**src/hw/rtl/acdf_pkg.sv**
```systemverilog
`timescale 1ns / 1ps
// ----------------------------------------------------------------------------
// acdf_pkg
// Shared types and constants for the AEAD packet chunk deframer.
// ----------------------------------------------------------------------------
package acdf_pkg;

    // Tag length of every chunk and of the final tag
    localparam int TAG_BYTES       = 16;
    // Largest chunk size octet accepted (chunk holds 2^(octet+6) data bytes)
    localparam int MAX_CHUNK_OCTET = 16;
    // Offset and chunk-length counters must hold the largest chunk size itself
    localparam int OFS_W           = MAX_CHUNK_OCTET + 7;

    localparam int BYTE_W  = 8;
    localparam int LEN_W   = 32;
    localparam int CHUNK_W = 26;
    localparam int EXP_W   = 5;

    // Header field values
    localparam logic [7:0] VERSION_V1   = 8'd1;
    localparam logic [7:0] CIPHER_A     = 8'd7;
    localparam logic [7:0] CIPHER_B     = 8'd8;
    localparam logic [7:0] CIPHER_C     = 8'd9;
    localparam logic [7:0] AEAD_EAX     = 8'd1;
    localparam logic [7:0] AEAD_OCB     = 8'd2;
    localparam logic [EXP_W-1:0] EXP_BIAS = EXP_W'(6);

    // Minimum body lengths
    localparam logic [LEN_W-1:0] MIN_BODY     = LEN_W'(37);
    localparam logic [LEN_W-1:0] MIN_BODY_EAX = LEN_W'(36);

    // IV lengths
    localparam logic [OFS_W-1:0] IV_LEN_EAX = OFS_W'(16);
    localparam logic [OFS_W-1:0] IV_LEN_OCB = OFS_W'(15);

    typedef enum logic [2:0] {
        PH_IDLE,
        PH_HDR,
        PH_IV,
        PH_CSTART,
        PH_DATA,
        PH_TAG,
        PH_FINAL,
        PH_DISCARD
    } phase_t;

    typedef enum logic [3:0] {
        CLS_VERSION     = 4'd0,
        CLS_CIPHER      = 4'd1,
        CLS_AEAD_TYPE   = 4'd2,
        CLS_CHUNK_OCTET = 4'd3,
        CLS_IV          = 4'd4,
        CLS_CHUNK_DATA  = 4'd5,
        CLS_CHUNK_TAG   = 4'd6,
        CLS_FINAL_TAG   = 4'd7,
        CLS_DISCARD     = 4'd8
    } byte_class_t;

    typedef enum logic [2:0] {
        ERR_OK          = 3'd0,
        ERR_TOO_SHORT   = 3'd1,
        ERR_BAD_VERSION = 3'd2,
        ERR_BAD_CIPHER  = 3'd3,
        ERR_BAD_AEAD    = 3'd4,
        ERR_BIG_OCTET   = 3'd5,
        ERR_TRUNC_TAG   = 3'd6
    } err_code_t;

    typedef struct packed {
        phase_t             phase;
        logic [LEN_W-1:0]   bytes_left;
        logic               iv16;
        logic [EXP_W-1:0]   exponent;
        logic [OFS_W-1:0]   offset;
        logic [OFS_W-1:0]   dlen;
        logic [CHUNK_W-1:0] chunk;
        err_code_t          err;
    } parse_state_t;

    typedef struct packed {
        logic [BYTE_W-1:0]  out_byte;
        byte_class_t        byte_class;
        logic [CHUNK_W-1:0] chunk_number;
        logic               chunk_end;
        logic               packet_end;
        err_code_t          error_code;
    } result_t;

endpackage

```
**src/hw/rtl/aead_packet_chunk_deframer.sv**
```systemverilog
`timescale 1ns / 1ps
// ----------------------------------------------------------------------------
// aead_packet_chunk_deframer
// Splits an AEAD packet body into header, IV, chunk data, chunk tag and
// final tag bytes, one byte per clock while m_tready holds, and flags malformed packets.
//
// Channel  Dir  Bits  Contents
// s_axis   in   40/1  tdata: data_byte[7:0], body_length[39:8]; tuser: first_byte
// m_axis   out  40/8  tdata: out_byte[7:0], chunk_number[33:8]; tuser: byte_class,
//                     chunk_end, error_code; tlast: packet_end
//
// One byte per clock sustained while m_tready stays high; each request is held in the input
// register and then in the result register. The rate holds because the parser state register
// updates once per byte, as each request moves from the input to the result register.
// While a result waits, the input register takes one more request and s_tready
// then drops; s_tready follows m_tready combinationally while both are full.
// Reset leaves the parser idle; bytes before a first byte are class discarded.
// ----------------------------------------------------------------------------
module aead_packet_chunk_deframer
    import acdf_pkg::*;
(
    input  logic        clk,
    input  logic        rst_n,
    input  logic        s_tvalid,
    output logic        s_tready,
    input  logic [39:0] s_tdata,   // data_byte[7:0], body_length[39:8]
    input  logic [0:0]  s_tuser,   // first_byte[0]
    output logic        m_tvalid,
    input  logic        m_tready,
    output logic [39:0] m_tdata,   // out_byte[7:0], chunk_number[33:8], zero[39:34]
    output logic [7:0]  m_tuser,   // byte_class[3:0], chunk_end[4], error_code[7:5]
    output logic        m_tlast    // packet_end
);

    logic              in_valid_reg;
    logic [BYTE_W-1:0] in_byte_reg;
    logic              in_first_reg;
    logic [LEN_W-1:0]  in_len_reg;
    logic              out_valid_reg;
    result_t           out_reg;
    parse_state_t      state_reg;
    parse_state_t      state_next;
    result_t           result;
    logic              advance;

    // Move a request from the input register to the result register
    assign advance  = in_valid_reg && (!out_valid_reg || m_tready);
    assign s_tready = !in_valid_reg || advance;

    // Hold the input request
    always_ff @(posedge clk or negedge rst_n)
    begin
        if (!rst_n)
            in_valid_reg <= 1'b0;
        else if (s_tready)
            in_valid_reg <= s_tvalid;
    end

    always_ff @(posedge clk)
    begin
        if (s_tready && s_tvalid)
        begin
            in_byte_reg  <= s_tdata[7:0];
            in_len_reg   <= s_tdata[39:8];
            in_first_reg <= s_tuser[0];
        end
    end

    acdf_classify u_classify (
        .data_byte   (in_byte_reg),
        .first_byte  (in_first_reg),
        .body_length (in_len_reg),
        .state_in    (state_reg),
        .state_next  (state_next),
        .result      (result)
    );

    // Advance the parser state once per byte
    always_ff @(posedge clk or negedge rst_n)
    begin
        if (!rst_n)
        begin
            state_reg.phase      <= PH_IDLE;
            state_reg.bytes_left <= '0;
            state_reg.iv16       <= 1'b0;
            state_reg.exponent   <= '0;
            state_reg.offset     <= '0;
            state_reg.dlen       <= '0;
            state_reg.chunk      <= '0;
            state_reg.err        <= ERR_OK;
        end
        else if (advance)
        begin
            state_reg <= state_next;
        end
    end

    // Hold the result until it is taken
    always_ff @(posedge clk or negedge rst_n)
    begin
        if (!rst_n)
            out_valid_reg <= 1'b0;
        else if (advance)
            out_valid_reg <= 1'b1;
        else if (m_tready)
            out_valid_reg <= 1'b0;
    end

    always_ff @(posedge clk)
    begin
        if (advance)
            out_reg <= result;
    end

    assign m_tvalid = out_valid_reg;
    assign m_tdata  = {6'b0, out_reg.chunk_number, out_reg.out_byte};
    assign m_tuser  = {out_reg.error_code, out_reg.chunk_end, out_reg.byte_class};
    assign m_tlast  = out_reg.packet_end;

`ifndef NO_ASSERTIONS
    // A chunk ends only on a chunk tag byte
    a_chunk_end_on_tag: assert property (@(posedge clk) disable iff (!rst_n)
        m_tvalid && out_reg.chunk_end |-> out_reg.byte_class == CLS_CHUNK_TAG)
        else $error("chunk_end on a byte that is not a chunk tag");

    // An error is reported only on a header byte or a discarded byte
    a_error_class: assert property (@(posedge clk) disable iff (!rst_n)
        m_tvalid && out_reg.error_code != ERR_OK |->
            out_reg.byte_class == CLS_VERSION || out_reg.byte_class == CLS_CIPHER ||
            out_reg.byte_class == CLS_AEAD_TYPE ||
            out_reg.byte_class == CLS_CHUNK_OCTET ||
            out_reg.byte_class == CLS_DISCARD)
        else $error("error code on a byte of a payload class");

    // The parser goes idle after the last byte of a body
    a_idle_after_end: assert property (@(posedge clk) disable iff (!rst_n)
        advance && result.packet_end |=> state_reg.phase == PH_IDLE)
        else $error("parser not idle after packet end");

    // A stalled input request stays in the input register
    a_input_held: assert property (@(posedge clk) disable iff (!rst_n)
        in_valid_reg && !advance |=> in_valid_reg && $stable(in_byte_reg))
        else $error("input request lost while stalled");
`endif

endmodule

```
**src/hw/rtl/acdf_classify.sv**
```systemverilog
`timescale 1ns / 1ps
// ----------------------------------------------------------------------------
// acdf_classify
// Labels one body byte and computes the next parser state.
// ----------------------------------------------------------------------------
module acdf_classify
    import acdf_pkg::*;
(
    input  logic [BYTE_W-1:0] data_byte,
    input  logic              first_byte,
    input  logic [LEN_W-1:0]  body_length,
    input  parse_state_t      state_in,
    output parse_state_t      state_next,
    output result_t           result
);

    parse_state_t     s;
    parse_state_t     nx;
    phase_t           ph;
    logic [LEN_W-1:0] rem;
    logic [LEN_W-1:0] diff;
    logic [OFS_W-1:0] ofs;
    logic [OFS_W-1:0] ofs1;
    logic [OFS_W-1:0] dl;
    logic [OFS_W-1:0] csize;
    logic [OFS_W-1:0] iv_len;
    logic [1:0]       sel;

    always_comb
    begin
        // Restart the parser on the first byte of a body
        s = state_in;
        if (first_byte)
        begin
            s.phase      = PH_HDR;
            s.bytes_left = body_length;
            s.iv16       = 1'b0;
            s.exponent   = '0;
            s.offset     = '0;
            s.dlen       = '0;
            s.chunk      = '0;
            s.err        = ERR_OK;
        end

        nx   = s;
        ph   = s.phase;
        rem  = s.bytes_left;
        ofs  = s.offset;
        dl   = s.dlen;
        ofs1 = '0;
        diff = '0;
        sel  = s.offset[1:0];
        iv_len = s.iv16 ? IV_LEN_EAX : IV_LEN_OCB;
        csize  = OFS_W'(1) << (s.exponent + EXP_BIAS);

        result.out_byte     = data_byte;
        result.byte_class   = CLS_DISCARD;
        result.chunk_number = '0;
        result.chunk_end    = 1'b0;
        result.packet_end   = 1'b0;
        result.error_code   = ERR_OK;

        if (s.phase != PH_IDLE)
        begin
            // Count down the body
            if (rem <= LEN_W'(1))
            begin
                result.packet_end = 1'b1;
                nx.bytes_left     = '0;
            end
            else
            begin
                nx.bytes_left = rem - LEN_W'(1);
            end

            case (s.phase)
                PH_HDR:
                begin
                    result.byte_class = byte_class_t'({2'b00, sel});
                    case (sel)
                        2'd0:
                        begin
                            if (rem < MIN_BODY)
                                result.error_code = ERR_TOO_SHORT;
                            else if (data_byte != VERSION_V1)
                                result.error_code = ERR_BAD_VERSION;
                        end
                        2'd1:
                        begin
                            if (!(data_byte inside {CIPHER_A, CIPHER_B, CIPHER_C}))
                                result.error_code = ERR_BAD_CIPHER;
                        end
                        2'd2:
                        begin
                            if (data_byte == AEAD_EAX)
                            begin
                                nx.iv16 = 1'b1;
                                if (rem < MIN_BODY_EAX)
                                    result.error_code = ERR_TOO_SHORT;
                            end
                            else if (data_byte == AEAD_OCB)
                                nx.iv16 = 1'b0;
                            else
                                result.error_code = ERR_BAD_AEAD;
                        end
                        default:
                        begin
                            if (data_byte > 8'(MAX_CHUNK_OCTET))
                                result.error_code = ERR_BIG_OCTET;
                            else
                                nx.exponent = data_byte[EXP_W-1:0];
                        end
                    endcase
                    if (sel == 2'd3)
                    begin
                        nx.phase  = PH_IV;
                        nx.offset = '0;
                    end
                    else
                    begin
                        nx.offset = s.offset + OFS_W'(1);
                    end
                end
                PH_IV:
                begin
                    result.byte_class = CLS_IV;
                    ofs1      = s.offset + OFS_W'(1);
                    nx.offset = ofs1;
                    if (ofs1 >= iv_len)
                        nx.phase = PH_CSTART;
                end
                PH_FINAL:
                begin
                    result.byte_class = CLS_FINAL_TAG;
                end
                PH_DISCARD:
                begin
                    result.byte_class = CLS_DISCARD;
                    result.error_code = s.err;
                end
                default:
                begin
                    // Chunk start: size the next chunk from what is left
                    if (s.phase == PH_CSTART)
                    begin
                        if (rem <= LEN_W'(TAG_BYTES))
                        begin
                            ph                = PH_FINAL;
                            nx.phase          = PH_FINAL;
                            result.byte_class = CLS_FINAL_TAG;
                        end
                        else if (rem < LEN_W'(2 * TAG_BYTES))
                        begin
                            result.error_code = ERR_TRUNC_TAG;
                            result.byte_class = CLS_DISCARD;
                        end
                        else
                        begin
                            diff     = rem - LEN_W'(2 * TAG_BYTES);
                            dl       = (diff > LEN_W'(csize)) ? csize : diff[OFS_W-1:0];
                            nx.dlen  = dl;
                            ofs      = '0;
                            ph       = (dl != '0) ? PH_DATA : PH_TAG;
                            nx.phase = ph;
                        end
                    end

                    // Chunk data and tag bytes
                    if (result.error_code == ERR_OK && ph == PH_DATA)
                    begin
                        result.byte_class   = CLS_CHUNK_DATA;
                        result.chunk_number = s.chunk;
                        ofs1 = ofs + OFS_W'(1);
                        if (ofs1 >= dl)
                        begin
                            nx.phase  = PH_TAG;
                            nx.offset = '0;
                        end
                        else
                        begin
                            nx.offset = ofs1;
                        end
                    end
                    else if (result.error_code == ERR_OK && ph == PH_TAG)
                    begin
                        result.byte_class   = CLS_CHUNK_TAG;
                        result.chunk_number = s.chunk;
                        ofs1 = ofs + OFS_W'(1);
                        if (ofs1 >= OFS_W'(TAG_BYTES))
                        begin
                            result.chunk_end = 1'b1;
                            nx.chunk         = s.chunk + CHUNK_W'(1);
                            nx.phase         = PH_CSTART;
                            nx.offset        = '0;
                        end
                        else
                        begin
                            nx.offset = ofs1;
                        end
                    end
                end
            endcase

            // Latch a new error and drop the rest of the packet
            if (result.error_code != ERR_OK && nx.phase != PH_DISCARD)
            begin
                nx.err   = result.error_code;
                nx.phase = PH_DISCARD;
            end
            if (result.packet_end)
                nx.phase = PH_IDLE;
        end

        state_next = nx;
    end

endmodule

```
**config.mk**
```make
export PLATFORM = sky130hd
export DESIGN_NAME = aead_packet_chunk_deframer
export DESIGN_NICKNAME = d
export VERILOG_FILES = /design/src/hw/rtl/acdf_pkg.sv /design/src/hw/rtl/aead_packet_chunk_deframer.sv /design/src/hw/rtl/acdf_classify.sv
export SDC_FILE = /design/constraint.sdc
export NUM_CORES = 1
export LEC_CHECK = 0
export BUFFER_PORTS_ARGS = -buffer_cell sky130_fd_sc_hd__buf_2
export CORE_MARGIN = 2
export CORE_UTILIZATION = 35
export CTS_BUF_LIST = sky130_fd_sc_hd__clkbuf_8
export DETAILED_ROUTE_END_ITERATION = 6
export PLACE_DENSITY_LB_ADDON = 0.2
export SETUP_SLACK_MARGIN = 0.4
export SLEW_MARGIN = 5
export SYNTH_ARGS = -nofsm -noshare
export SYNTH_HDL_FRONTEND = slang
export SYNTH_HIERARCHICAL = 1
export SYNTH_SLANG_ARGS = --single-unit
```
**constraint.sdc**
```tcl
create_clock -name clk -period 13.13 [get_ports clk]
set_clock_uncertainty 0.05 [all_clocks]
set_input_delay 1.9695 -clock clk [delete_from_list [all_inputs] [get_ports clk]]
set_output_delay 1.9695 -clock clk [all_outputs]
set_load 0.01 [all_outputs]
```
-- Yosys cells after proc, flatten, opt, wreduce, memory -nomap -nowiden
Cells that the tools add are included.
- word-level logic and storage cells: 150
- bits in registers: 202
- output and inout bits: 51
- input port bits: 45
- bitwise gates (word level): 2
- add/sub/neg operators: 6
- shift operators: 1
- muxes and demuxes: 73
- $lt $le $gt $ge: 10
- reduce and logical (&&, ||, !) cells: 22
- equal/unequal tests: 17
- operators by type and width (kind ; number):
    $mux 23 ; 16
    $mux 116 ; 2
    $lt 32x6->1 const B ; 3
    $mux 26 ; 3
    $mux 3 ; 25
    $pmux 23 s3 ; 1
    $mux 49 ; 1
    $add 23x1->23 const B ; 2
    $ge 23x23->1 ; 2
    $gt 32x23->1 ; 1
    $le 32x1->1 const B ; 1
    $le 32x5->1 const B ; 1
    $mux 32 ; 1
    $sub 32x1->32 const B ; 1
    $sub 32x6->32 const B ; 1
    $mux 31 ; 1
    $mux 30 ; 1
    $pmux 3 s3 ; 3
    $add 26x1->26 const B ; 1
    $ge 23x5->1 const B ; 1
    $reduce_bool 23->1 ; 1
    $shl 1x5->23 const A ; 1
    $eq 8x4->1 const B ; 2
    $pmux 4 s4 ; 1
    30 further kinds ; 58

-- Longest topological paths before layout
- depth in word-level cells: 23
- depth in mapped cells: 41
- mapped depth without buffers: 30

-- By module
The synthesis kept the hierarchy.
- modules (own cells, without submodules) (module ; area each (um^2) ; instances ; cells an instance):
    acdf_classify ; 7758.7 ; 1 ; 1256
    aead_packet_chunk_deframer ; 7079.3 ; 1 ; 344

-- Worst setup path after synthesis
No wires, ideal clock.
- path type: register to register
- start point: register in_first_reg
- end point: register state_reg[55] in the netlist's numbering
- stages on the path, launching flop included: 40
- arrival time: 8.193 ns
- slack: 4.823 ns
- buffers on the path: 12
- library setup time: 0.065 ns
- path through: edfxtp_1 > buf_6 > buf_4 > buf_2 > buf_2 > buf_2 > buf_2 > buf_2 > buf_2 > buf_1 > buf_1 > mux2i_1 > ha_1 > nor4bb_1 > o2bb2ai_1 > a2111o_1 > xor2_1 > ha_1 > [... 4 more ...] > nor4_4 > buf_4 > buf_2 > a21oi_1 > o21ai_1 > inv_2 > ha_1 > a21o_1 > a21o_1 > a21oi_1 > o21ai_0 > a221oi_1 > o21ai_0 > a21oi_1 > o21bai_1 > a41oi_2 > o21ai_1 > mux2_2
- RTL lines (what ; RTL line ; source):
    from (decl) ; aead_packet_chunk_deframer.sv:37 ; logic in_first_reg;
    from (signal assigned) ; aead_packet_chunk_deframer.sv:65 ; in_first_reg <= s_tuser[0];
    to (signal assigned) ; aead_packet_chunk_deframer.sv:94 ; state_reg <= state_next;
    to (decl) ; aead_packet_chunk_deframer.sv:41 ; parse_state_t state_reg;

==> impl_metrics.env <==
export IMPL_antennaDiodeCount=0
export IMPL_gr_total_overflow=0
export IMPL_r2r_end="state_reg[67]"
export IMPL_cts_num_sinks=202
export IMPL_finalMaxSlewViolations=0
export IMPL_power_density_nw_per_um2=132.9
export IMPL_tightest_slew_ns=1.257
export IMPL_cts_max_path_buffers=3
export IMPL_ff_latch_area_sq_um=5475
export IMPL_yosys_area_top_type_share_pct=19.90
export IMPL_yosys_warnings=6
export IMPL_slowest_stage="buf_12"
export IMPL_antenna_found_initial=0
export IMPL_core_area_sq_um=41850
export IMPL_postSynthCellCount=1600
export IMPL_drt_first_iter_violations=889
export IMPL_rows=75
export IMPL_first_global_vias=12280
export IMPL_crit_required_ns=13.63
export IMPL_hold_buffers=0
export IMPL_hold_end="m_tdata[5]"
export IMPL_clock_latency_ns=0.62
export IMPL_slew_limit_headroom_pct=15.87
export IMPL_holdPathStages=0
export IMPL_root_buffer="clkbuf_8"
export IMPL_synthArstFlopShare_pct=58.42
export IMPL_synth_top_cell_by_area="dfrtp_1"
export IMPL_crit_arrival_ns=8.70
export IMPL_period_share_pct=62.43
export IMPL_fillers=4261
export IMPL_setup_worst_path_class="reg2reg"
export IMPL_largest_reg_flops=116
export IMPL_rsz0062_at_grt="no"
export IMPL_fmax_mhz=122.0
export IMPL_nets=1770
export IMPL_clk_pin_slew_ns=0.06
export IMPL_fin_crit_ns=8.197
export IMPL_die_h_um=209.9
export IMPL_synthToLayoutAreaGrowth_pct=11.56
export IMPL_drive_gt1_share_pct=20.25
export IMPL_ant_nets=0
export IMPL_cts_made_buffers=40
export IMPL_place_hpwl_um=31040
export IMPL_leakage_nw=6.987
export IMPL_synthMostInstantiatedCell="nand2_1"
export IMPL_netlist_area_sq_um=14840
export IMPL_min_from="in_byte_reg[5]"
export IMPL_wl_um=43660
export IMPL_dr_pass1_iters=5
export IMPL_grt_max_degree=159
export IMPL_r2r_cells=30
export IMPL_placedInstanceArea_sq_um=15690
export IMPL_io_buffers=89
export IMPL_rrSetupSlack_ns=4.93
export IMPL_cts_tree="yes"
export IMPL_cap_viol_max_count=0
export IMPL_drc=0
export IMPL_grt_pass1_wl_um=68920
export IMPL_synth_area_leaders="dfrtp_1 (20%), edfxtp_1 (17%), mux2_2 (7.0%)"
export IMPL_hold_class="reg2reg"
export IMPL_synth_seq_cells=202
export IMPL_crit_path_end_kind="flip-flop"
export IMPL_status="finished, final reports clean"
export IMPL_die_area_sq_um=44060
export IMPL_fin_util_pct=39.55
export IMPL_multi_input_area_sq_um=8730
export IMPL_viasPerCell=5.521
export IMPL_finalHoldViolCount=0
export IMPL_synthTopCellsByCount="nand2_1 (175), nor2_1 (142), dfrtp_1 (118)"
export IMPL_place_congestion=0.9456
export IMPL_cts_resized=0
export IMPL_post_cts_buffers=0
export IMPL_ys_flop_type="dfrtp_1"
export IMPL_synth_edf_count=84
export IMPL_vdd_drop_max_mv=0.07408
export IMPL_r2r_start="in_first_reg"
export IMPL_fin_tns_setup_ns=0
export IMPL_synth_distinct_cells=94
export IMPL_die_w_um=209.9
export IMPL_htree_num_levels=2
export IMPL_cp_start_kind="flip-flop"
export IMPL_setup_viol=0
export IMPL_ys_seq_area_share_pct=36.90
export IMPL_vias=12330
export IMPL_detail_route_wl_per_cell_um=19.55
export IMPL_initial_utilization_pct=35.45
export IMPL_critPathMaxFanout=158
export IMPL_max_stage_delay_ns=0.53
export IMPL_syn_area_per_cell_sq_um=9.274
export IMPL_grtUsageTotal_pct=19.84
export IMPL_io_pin_count=96
export IMPL_post_route_cell_area_sq_um=16550
## area by class of cell
type / instances / share of cell area, %
inverter: 54 / 1.224
clock inverter: 27 / 1.293
timing repair buffer: 109 / 3.689
multi-input combinational: 1255 / 52.74
tap: 539 / 4.074
clock buffer: 47 / 3.908
sequential: 202 / 33.08
## per-layer routing
metal  global-route usage [%]  vias up  part of all wire [%]
li1                         -     5908                     -
met1                    25.31     6008                    44
met2                    33.93      326                    49
met3                    3.067       86                   4.6
met4                    7.410        0                   3.1
met5                        0        -                     0
## power by group
part | switching [mW] | internal [mW]
clock network | 0.308 | 0.390
logic | 0.403 | 0.270
registers | 0.0907 | 0.740
## per-stage QoR
step | cells | power, mW | hold slack [ns] | setup slack, ns
floorplan | 1605 | 1.305 | 0.4275 | 4.823
global placement | 2159 | 1.503 | 0.4178 | 5.177
detailed placement | 2159 | 1.508 | 0.4177 | 4.942
CTS | 2233 | 2.224 | 0.4317 | 4.888
global route | 2233 | 2.333 | 0.4494 | 4.145
finish | 2233 | 2.201 | 0.4341 | 4.933
## cell usage in the layout, fill, tap and decap left out, types with 47 or more instances in the layout
| master | count |
|---|---|
| nand2_1 | 175 |
| nor2_1 | 141 |
| dfrtp_1 | 118 |
| mux2_2 | 92 |
| buf_2 | 88 |
| edfxtp_1 | 84 |
| o21ai_0 | 71 |
| nand3_1 | 65 |
| ha_1 | 63 |
| inv_1 | 59 |
| xor2_1 | 53 |
| a21oi_1 | 52 |
| xnor2_1 | 48 |
| clkbuf_8 | 47 |
## cells by family after synthesis
logic type                 share of synthesized area [%]
AOI/OAI and AO/OA                                  13.06
xor gates and xnor gates                           5.962
adders and majority gates                          5.312
buffers and inverters                              4.579
DFF                                                36.90
muxes                                              12.68
other                                            0.02527
and+or+nand+nor                                    21.48
## worst max-delay path: cells and delay by family (launching register included)
family / cells / cell delay (ns)
flops: 1 / 0.37
fa+ha+maj: 3 / 0.99
xor+xnor: 1 / 0.26
mux: 2 / 0.40
buf+inv: 3 / 0.89
simple gates: 7 / 2.01
compound gates: 14 / 3.13
## worst max path at each step
stage,start,to,slack (ns),cells after the start
floorplan,in_first_reg,state_reg[55],4.82,39
global placement,in_first_reg,state_reg[67],5.18,29
detailed placement,in_first_reg,state_reg[67],4.94,30
CTS,in_first_reg,state_reg[67],4.89,30
global route,in_first_reg,state_reg[67],4.14,31
finish,in_first_reg,state_reg[67],4.93,30
Note: power is estimated with default switching activity, not from simulation.
